[config.mk]
export PLATFORM = sky130hd
export DESIGN_NAME = length_prefixed_frame_parser
export DESIGN_NICKNAME = d
export VERILOG_FILES = /design/src/sv/lfp_pkg.sv /design/src/sv/length_prefixed_frame_parser.sv /design/src/sv/lfp_ctrl.sv /design/src/sv/lfp_out.sv
export SDC_FILE = /design/constraint.sdc
export NUM_CORES = 1
export LEC_CHECK = 0
export BUFFER_PORTS_ARGS = -buffer_cell sky130_fd_sc_hd__buf_2
export CORE_AREA = 2 2 157 159
export DETAILED_ROUTE_END_ITERATION = 8
export DIE_AREA = 0 0 159 161
export GPL_TIMING_DRIVEN = 0
export PLACE_DENSITY = 0.54
export REMOVE_ABC_BUFFERS = 1
export SLEW_MARGIN = 20
export SYNTH_ARGS = -nofsm -noshare
export SYNTH_HDL_FRONTEND = slang
export SYNTH_SLANG_ARGS = --single-unit
[constraint.sdc]
create_clock -name clk_i -period 7.4 [get_ports clk_i]
set_input_delay 1.11 -clock clk_i [delete_from_list [all_inputs] [get_ports clk_i]]
set_output_delay 1.11 -clock clk_i [all_outputs]
set_load 0.005 [all_outputs]
[src/sv/lfp_pkg.sv]
`timescale 1ns / 1ps
`default_nettype none

package lfp_pkg;

  localparam int unsigned CfgIdxW = 2;

  localparam logic [CfgIdxW-1:0] CFG_START_MARKER = 2'd0;
  localparam logic [CfgIdxW-1:0] CFG_MIN_LENGTH   = 2'd1;
  localparam logic [CfgIdxW-1:0] CFG_MAX_LENGTH   = 2'd2;

  localparam logic [7:0]  MARKER_RESET  = 8'hAA;
  localparam logic [15:0] MIN_LEN_RESET = 16'd4;
  localparam logic [15:0] MAX_LEN_RESET = 16'd16384;
  localparam logic [15:0] HEADER_BYTES  = 16'd4;

  typedef enum logic [4:0] {
    PH_HUNT   = 5'b00001,
    PH_CMD    = 5'b00010,
    PH_LEN_LO = 5'b00100,
    PH_LEN_HI = 5'b01000,
    PH_DATA   = 5'b10000
  } phase_e;

  typedef struct packed {
    logic [7:0]  start_marker;
    logic [15:0] min_len;
    logic [15:0] max_len;
  } cfg_t;

  typedef struct packed {
    logic [7:0]  sub_command;
    logic [7:0]  payload_byte;
    logic [15:0] payload_length;
    logic        last_byte;
    logic        empty_frame;
  } res_t;

endpackage

`default_nettype wire

[src/sv/length_prefixed_frame_parser.sv]
`timescale 1ns / 1ps
`default_nettype none

// Channel   Direction  Handshake               Payload
// input     in         in_valid_i/in_stall_o   rx_byte_i
// output    out        out_valid_o/out_stall_i sub_command_o, payload_byte_o,
//                                              payload_length_o, last_byte_o, empty_frame_o
// config    in         cfg_we_i                cfg_idx_i, cfg_data_i
//
// One byte beat is accepted every cycle unless in_stall_o is raised; a result passes the input
// register, the combinational parser step and then the output register (or the skid stage).
// A skid stage behind the output register holds one result, so input beats keep flowing when the output first stalls.
// Reset returns the parser to the marker hunt and restores the register defaults.

module length_prefixed_frame_parser (
  input  wire                          clk_i,
  input  wire                          rst_ni,
  input  wire                          cfg_we_i,
  input  wire  [lfp_pkg::CfgIdxW-1:0]  cfg_idx_i,
  input  wire  [15:0]                  cfg_data_i,
  input  wire                          in_valid_i,
  output logic                         in_stall_o,
  input  wire  [7:0]                   rx_byte_i,
  output logic                         out_valid_o,
  input  wire                          out_stall_i,
  output logic [7:0]                   sub_command_o,
  output logic [7:0]                   payload_byte_o,
  output logic [15:0]                  payload_length_o,
  output logic                         last_byte_o,
  output logic                         empty_frame_o
);

  lfp_pkg::cfg_t cfg_q;
  lfp_pkg::res_t res;
  lfp_pkg::res_t out;
  logic          push;
  logic          room;

  always_ff @(posedge clk_i or negedge rst_ni) begin
    if (!rst_ni) begin
      cfg_q.start_marker <= lfp_pkg::MARKER_RESET;
      cfg_q.min_len      <= lfp_pkg::MIN_LEN_RESET;
      cfg_q.max_len      <= lfp_pkg::MAX_LEN_RESET;
    end else if (cfg_we_i) begin
      case (cfg_idx_i)
        lfp_pkg::CFG_START_MARKER: cfg_q.start_marker <= cfg_data_i[7:0];
        lfp_pkg::CFG_MIN_LENGTH:   cfg_q.min_len      <= cfg_data_i;
        lfp_pkg::CFG_MAX_LENGTH:   cfg_q.max_len      <= cfg_data_i;
        default: begin
        end
      endcase
    end
  end

  lfp_ctrl u_ctrl (
    .clk_i      (clk_i),
    .rst_ni     (rst_ni),
    .cfg_i      (cfg_q),
    .in_valid_i (in_valid_i),
    .in_stall_o (in_stall_o),
    .rx_byte_i  (rx_byte_i),
    .room_i     (room),
    .push_o     (push),
    .res_o      (res)
  );

  lfp_out u_out (
    .clk_i       (clk_i),
    .rst_ni      (rst_ni),
    .push_i      (push),
    .res_i       (res),
    .room_o      (room),
    .out_valid_o (out_valid_o),
    .out_stall_i (out_stall_i),
    .out_o       (out)
  );

  assign sub_command_o    = out.sub_command;
  assign payload_byte_o   = out.payload_byte;
  assign payload_length_o = out.payload_length;
  assign last_byte_o      = out.last_byte;
  assign empty_frame_o    = out.empty_frame;

  // An empty frame never carries a payload byte or length.
  a_empty_zero: assert property (@(posedge clk_i) disable iff (!rst_ni)
    out_valid_o && empty_frame_o |-> payload_byte_o == 8'd0 && payload_length_o == 16'd0)
    else $error("empty frame beat carries payload");

endmodule

`default_nettype wire

[src/sv/lfp_ctrl.sv]
`timescale 1ns / 1ps
`default_nettype none

module lfp_ctrl (
  input  wire              clk_i,
  input  wire              rst_ni,
  input  wire lfp_pkg::cfg_t cfg_i,
  input  wire              in_valid_i,
  output logic             in_stall_o,
  input  wire  [7:0]       rx_byte_i,
  input  wire              room_i,
  output logic             push_o,
  output lfp_pkg::res_t    res_o
);

  logic            in_vld_q, in_vld_d;
  logic [7:0]      in_byte_q;
  logic            adv;
  logic            take;

  lfp_pkg::phase_e phase_q, phase_d;
  logic [7:0]      cmd_q, cmd_d;
  logic [15:0]     len_q, len_d;
  logic [15:0]     seen_q, seen_d;

  logic [15:0]     new_len;
  logic [15:0]     seen_inc;

  assign adv        = in_vld_q && room_i;
  assign in_stall_o = in_vld_q && !room_i;
  assign take       = in_valid_i && !in_stall_o;
  assign in_vld_d   = take || (in_vld_q && !adv);

  assign new_len  = {in_byte_q, len_q[7:0]};
  assign seen_inc = seen_q + 16'd1;

  always_comb begin
    phase_d = phase_q;
    cmd_d   = cmd_q;
    len_d   = len_q;
    seen_d  = seen_q;
    push_o  = 1'b0;
    res_o   = '0;
    if (adv) begin
      case (phase_q)
        lfp_pkg::PH_HUNT: begin
          if (in_byte_q == cfg_i.start_marker) begin
            seen_d  = 16'd1;
            phase_d = lfp_pkg::PH_CMD;
          end
        end
        lfp_pkg::PH_CMD: begin
          cmd_d   = in_byte_q;
          seen_d  = 16'd2;
          phase_d = lfp_pkg::PH_LEN_LO;
        end
        lfp_pkg::PH_LEN_LO: begin
          len_d   = {8'd0, in_byte_q};
          seen_d  = 16'd3;
          phase_d = lfp_pkg::PH_LEN_HI;
        end
        lfp_pkg::PH_LEN_HI: begin
          len_d   = new_len;
          seen_d  = 16'd4;
          phase_d = lfp_pkg::PH_DATA;
          if (new_len < lfp_pkg::HEADER_BYTES || new_len < cfg_i.min_len ||
              new_len > cfg_i.max_len) begin
            phase_d = lfp_pkg::PH_HUNT;
            cmd_d   = '0;
            len_d   = '0;
            seen_d  = '0;
          end else if (new_len == lfp_pkg::HEADER_BYTES) begin
            push_o            = 1'b1;
            res_o.sub_command = cmd_q;
            res_o.last_byte   = 1'b1;
            res_o.empty_frame = 1'b1;
            phase_d = lfp_pkg::PH_HUNT;
            cmd_d   = '0;
            len_d   = '0;
            seen_d  = '0;
          end
        end
        lfp_pkg::PH_DATA: begin
          push_o               = 1'b1;
          res_o.sub_command    = cmd_q;
          res_o.payload_byte   = in_byte_q;
          res_o.payload_length = len_q - lfp_pkg::HEADER_BYTES;
          seen_d               = seen_inc;
          if (seen_inc >= len_q) begin
            res_o.last_byte = 1'b1;
            phase_d = lfp_pkg::PH_HUNT;
            cmd_d   = '0;
            len_d   = '0;
            seen_d  = '0;
          end
        end
        default: begin
          phase_d = lfp_pkg::PH_HUNT;
          cmd_d   = '0;
          len_d   = '0;
          seen_d  = '0;
        end
      endcase
    end
  end

  always_ff @(posedge clk_i or negedge rst_ni) begin
    if (!rst_ni) begin
      in_vld_q <= 1'b0;
      phase_q  <= lfp_pkg::PH_HUNT;
      cmd_q    <= '0;
      len_q    <= '0;
      seen_q   <= '0;
    end else begin
      in_vld_q <= in_vld_d;
      phase_q  <= phase_d;
      cmd_q    <= cmd_d;
      len_q    <= len_d;
      seen_q   <= seen_d;
    end
  end

  always_ff @(posedge clk_i) begin
    if (take) begin
      in_byte_q <= rx_byte_i;
    end
  end

  // A frame in its payload phase is always longer than its header and not yet complete.
  a_data_len: assert property (@(posedge clk_i) disable iff (!rst_ni)
    phase_q == lfp_pkg::PH_DATA |-> (len_q > lfp_pkg::HEADER_BYTES && seen_q < len_q))
    else $error("payload phase with inconsistent frame length");

  // The end of a frame always returns the parser to the hunt.
  a_last_hunt: assert property (@(posedge clk_i) disable iff (!rst_ni)
    push_o && res_o.last_byte |=> phase_q == lfp_pkg::PH_HUNT)
    else $error("last beat did not return to hunt");

  a_empty_last: assert property (@(posedge clk_i) disable iff (!rst_ni)
    push_o && res_o.empty_frame |-> res_o.last_byte && phase_q == lfp_pkg::PH_LEN_HI)
    else $error("empty frame beat not marked last");

endmodule

`default_nettype wire

[src/sv/lfp_out.sv]
`timescale 1ns / 1ps
`default_nettype none

module lfp_out (
  input  wire              clk_i,
  input  wire              rst_ni,
  input  wire              push_i,
  input  wire lfp_pkg::res_t res_i,
  output logic             room_o,
  output logic             out_valid_o,
  input  wire              out_stall_i,
  output lfp_pkg::res_t    out_o
);

  logic          out_vld_q, out_vld_d;
  logic          skid_vld_q, skid_vld_d;
  lfp_pkg::res_t out_q, out_d;
  lfp_pkg::res_t skid_q, skid_d;
  logic          free;

  assign free   = !out_vld_q || !out_stall_i;
  assign room_o = !skid_vld_q;

  always_comb begin
    out_vld_d  = out_vld_q;
    skid_vld_d = skid_vld_q;
    out_d      = out_q;
    skid_d     = skid_q;
    if (free) begin
      if (skid_vld_q) begin
        out_vld_d  = 1'b1;
        out_d      = skid_q;
        skid_vld_d = push_i;
        skid_d     = res_i;
      end else begin
        out_vld_d = push_i;
        out_d     = res_i;
      end
    end else if (push_i) begin
      skid_vld_d = 1'b1;
      skid_d     = res_i;
    end
  end

  always_ff @(posedge clk_i or negedge rst_ni) begin
    if (!rst_ni) begin
      out_vld_q  <= 1'b0;
      skid_vld_q <= 1'b0;
    end else begin
      out_vld_q  <= out_vld_d;
      skid_vld_q <= skid_vld_d;
    end
  end

  always_ff @(posedge clk_i) begin
    out_q  <= out_d;
    skid_q <= skid_d;
  end

  assign out_valid_o = out_vld_q;
  assign out_o       = out_q;

  // The skid stage only fills behind a held output beat.
  a_skid_order: assert property (@(posedge clk_i) disable iff (!rst_ni)
    skid_vld_q |-> out_vld_q)
    else $error("skid stage holds a beat ahead of the output register");

  a_no_overrun: assert property (@(posedge clk_i) disable iff (!rst_ni)
    skid_vld_q && out_stall_i |-> !push_i)
    else $error("result pushed into a full output stage");

endmodule

`default_nettype wire
==> impl_metrics.csv <==
group,metric,value,unit
die,dieArea,0.0256,mm²
clocking,clkLatencyLatePin,0.43,ns
clocking,root_buffer,"clkbuf_16",
critical_path,startpoint_type,"flop",
critical_path,crit_end,"u_ctrl.len_q[6]",
critical_path,r2r-start,"u_ctrl.seen_q[0]",
sta,setup_viol,0,
final_layout,multi_input_area,0.00345,mm²
critical_path,rr_endpoint,"u_ctrl.len_q[6]",
critical_path,crit_type,"reg -> reg",
clocking,numClockSinks,164,
clocking,ctsResizeCount,0,
die,io_pins,67,
sta,rsz0062_at_grt,"no",
final_layout,syn2layout_area_growth,15.9,%
status,status,"complete, no violations",
clocking,cts_setup_buffers,0,
power_and_ir_drop,leakagePower,4.39,nW
die,die_x,159,µm
critical_path,max_stage_delay,0.74,ns
final_layout,drive_gt1_share,24.2,%
routing,drt_iter0_markers,289,
sta,hold_slack,0.504,ns
routing,firstDrtPassIters,4,
routing,ant_nets,0,
logic_synthesis,synth_cell_types,66,
critical_path,crit_arrival,4.96,ns
routing,vias,5303,
min_path,hp-class,"reg -> reg",
flow_run,drv_cap,0,
final_layout,nets,837,
logic_synthesis,netlist_area,0.00823,mm²
critical_path,reg2reg_slack,2.78,ns
logic_synthesis,ys.flop_type,"dfrtp_1",
sta,max_slew_margin,37.1,%
clocking,numCtsBuffers,17,
clocking,path_clk_slew,0.07,ns
global_routing,track_usage,14.9,%
critical_path,critPathLaunch,"u_ctrl.seen_q[0]",
die,coreArea,0.0240,mm²
sta,skew,0.0233,ns
placed_design,numPortBuffers,66,
logic_synthesis,ys_top_cells_by_area,"edfxtp_1 (28%), dfrtp_1 (25%), ha_1 (7.6%)",
sta,finalMaxSlewViolations,0,
final_layout,n_fill_cell,2339,
critical_path,slowest_stage,"o2111ai_2",
die,start_util,34.3,%
routing,vias_per_cell,4.85,
die,rows,57,
final_layout,regArea,0.00449,mm²
logic_synthesis,synth-async-reset-ratio,53.7,%
die,dieHeight,161,µm
clocking,htreeDepth,4,
final_layout,final_cell_mix,"dfrtp_1 (80), edfxtp_1 (76), buf_2 (65)",
global_routing,grt_pass1_vias,5479,
routing,drt_wl_total,18100,µm
sta,hold_viol,0,
sta,fmax,217,MHz
global_routing,antenna_found_initial,0,
placed_design,place_hpwl,12700,µm
routing,routedWlPerCell,16.6,µm
placed_design,place.gp.congestion,0.766,
critical_path,end_kind,"flop",
sta,fin_tns_setup,0,ns
critical_path,cp_max_fo,17,
logic_synthesis,ys_seq_area_share,54.6,%
logic_synthesis,synth_cells,687,
clocking,postCtsHoldBufs,0,
logic_synthesis,syn_area_per_cell,12.0,µm²
final_layout,final_common_cell,"dfrtp_1",
logic_synthesis,synth_edf_count,76,
clocking,cts_tree,"yes",
routing,remaining_drc_errors,0,
logic_synthesis,yosys_warnings,0,
global_routing,grt_max_degree,58,
clocking,clk_path_buf_depth,2,
final_layout,final_util,39.8,%
final_layout,num_antenna_cells,0,
sta,fin_crit_sh,62.4,%
logic_synthesis,synth_top_area_cell,"edfxtp_1",
power_and_ir_drop,power,2.65,mW
global_routing,grt_first_pass_wirelength,30200,µm
power_and_ir_drop,power.density,278,mW/mm²
power_and_ir_drop,ir_drop,119,µV
critical_path,rr_worst_depth,14,
logic_synthesis,ys_ff_latch,164,
logic_synthesis,yosysTopAreaCellShare,27.7,%
critical_path,cp_data_required_time,7.74,ns
critical_path,path_cells,"ha_1 > nand3_1 > nor3_1 > and3_1 > nand3_1 > xnor2_1 > ha_1 > nand4_1 > nor2_1 > o2111ai_1 > o2111ai_2 > nand3_2 > a21oi_4 > mux2i_1",
sta,min_period,4.62,ns
sta,tightest_slew,0.941,ns
global_routing,grt-ovfl-total,0,
[worst min path at each step]
stage | startpoint | endpoint | slack [ns] | cells after the start
6_report | cfg_q[5] | cfg_q[5] | 0.50 | 1
5_1_grt | u_ctrl.len_q[12] | u_ctrl.len_q[12] | 0.52 | 1
4_1_cts | cfg_q[25] | cfg_q[25] | 0.51 | 1
3_5_place_dp | u_ctrl.len_q[11] | u_ctrl.len_q[11] | 0.49 | 1
3_3_place_gp | u_ctrl.seen_q[10] | u_ctrl.seen_q[10] | 0.49 | 1
2_1_floorplan | u_ctrl.seen_q[15] | u_ctrl.seen_q[15] | 0.47 | 1
[cells in the mapped netlist (3+ instances only)]
cell type,count
dfrtp_1,81
edfxtp_1,76
inv_1,59
nand2_1,52
ha_1,50
mux2_2,44
nor2_1,29
xnor2_1,28
a21oi_1,27
a21o_1,26
o21ai_0,19
mux2i_1,16
nand4_1,16
clkbuf_1,15
nand3_1,15
nor3_1,12
and3_1,11
a22o_1,8
a22o_2,8
dfstp_2,7
nor2b_1,5
nand2b_1,4
nor3b_1,4
o2bb2ai_1,4
o31ai_1,4
or2_2,4
a211oi_1,3
and2_1,3
o211ai_1,3
o21a_1,3
o41ai_1,3
xor2_1,3
[logic make-up after synthesis]
| group | after synthesis | share of synthesized area (%) |
|---|---|---|
| AND/OR/NAND/NOR | 178 | 11.9 |
| AO/OA/AOI/OAI | 126 | 10.9 |
| buffers and inverters | 78 | 3.77 |
| multiplexers | 60 | 7.97 |
| XOR/XNOR | 31 | 3.30 |
| flip-flops | 164 | 54.6 |
| adder cells (fa/ha/maj) | 50 | 7.60 |
[per-layer routing]
metal  vias up  wire length (µm)  GRT usage, %
met2        83              8350          24.2
met5         -                 0             0
met3         9               536          3.03
li1       2629                 -             -
met4         0               151          3.60
met1      2582              9070          20.7
[area by class of cell]
| cell class | instances | area share, % |
|---|---|---|
| clock inverter | 14 | 1.46 |
| multi-input combinational | 445 | 36.2 |
| inverter | 59 | 2.32 |
| timing repair buffer | 69 | 4.10 |
| clock buffer | 18 | 4.60 |
| sequential | 164 | 47.1 |
| tap | 324 | 4.25 |
[metrics by stage]
step	instances	setup slack, ns	area [µm²]
after floorplan	668	3.81	8140
after global placement	1058	2.84	8880
after detailed placement	1061	2.80	8960
after CTS	1093	2.79	9540
after global routing	1093	2.33	9540
final	1093	2.78	9540
[registers in the layout, indices dropped and copies added, names as in the netlist]
signal,cells
cfg_q,40
u_ctrl.cmd_q,8
u_ctrl.in_byte_q,8
u_ctrl.in_vld_q,1
u_ctrl.len_q,16
u_ctrl.phase_q,5
u_ctrl.seen_q,16
u_out.out_o,34
u_out.out_valid_o,1
u_out.skid_q,34
u_out.skid_vld_q,1
[power breakdown]
group          switching, mW  leakage (nW)  total, mW  internal (mW)
logic                  0.360          2.14      0.643          0.283
registers             0.0887          1.97       1.13           1.04
clock network          0.392         0.283      0.875          0.483
total                  0.841          4.39       2.65           1.81
[critical path, delay by kind of cell (launching register included)]
family	cells	cell delay [ns]
AO/OA/AOI/OAI	3	1.38
XOR/XNOR	1	0.16
adder cells (fa/ha/maj)	2	0.55
flip-flops	1	0.46
multiplexers	1	0.24
AND/OR/NAND/NOR	7	1.74
No activity file was read; power rests on OpenSTA's default activity.
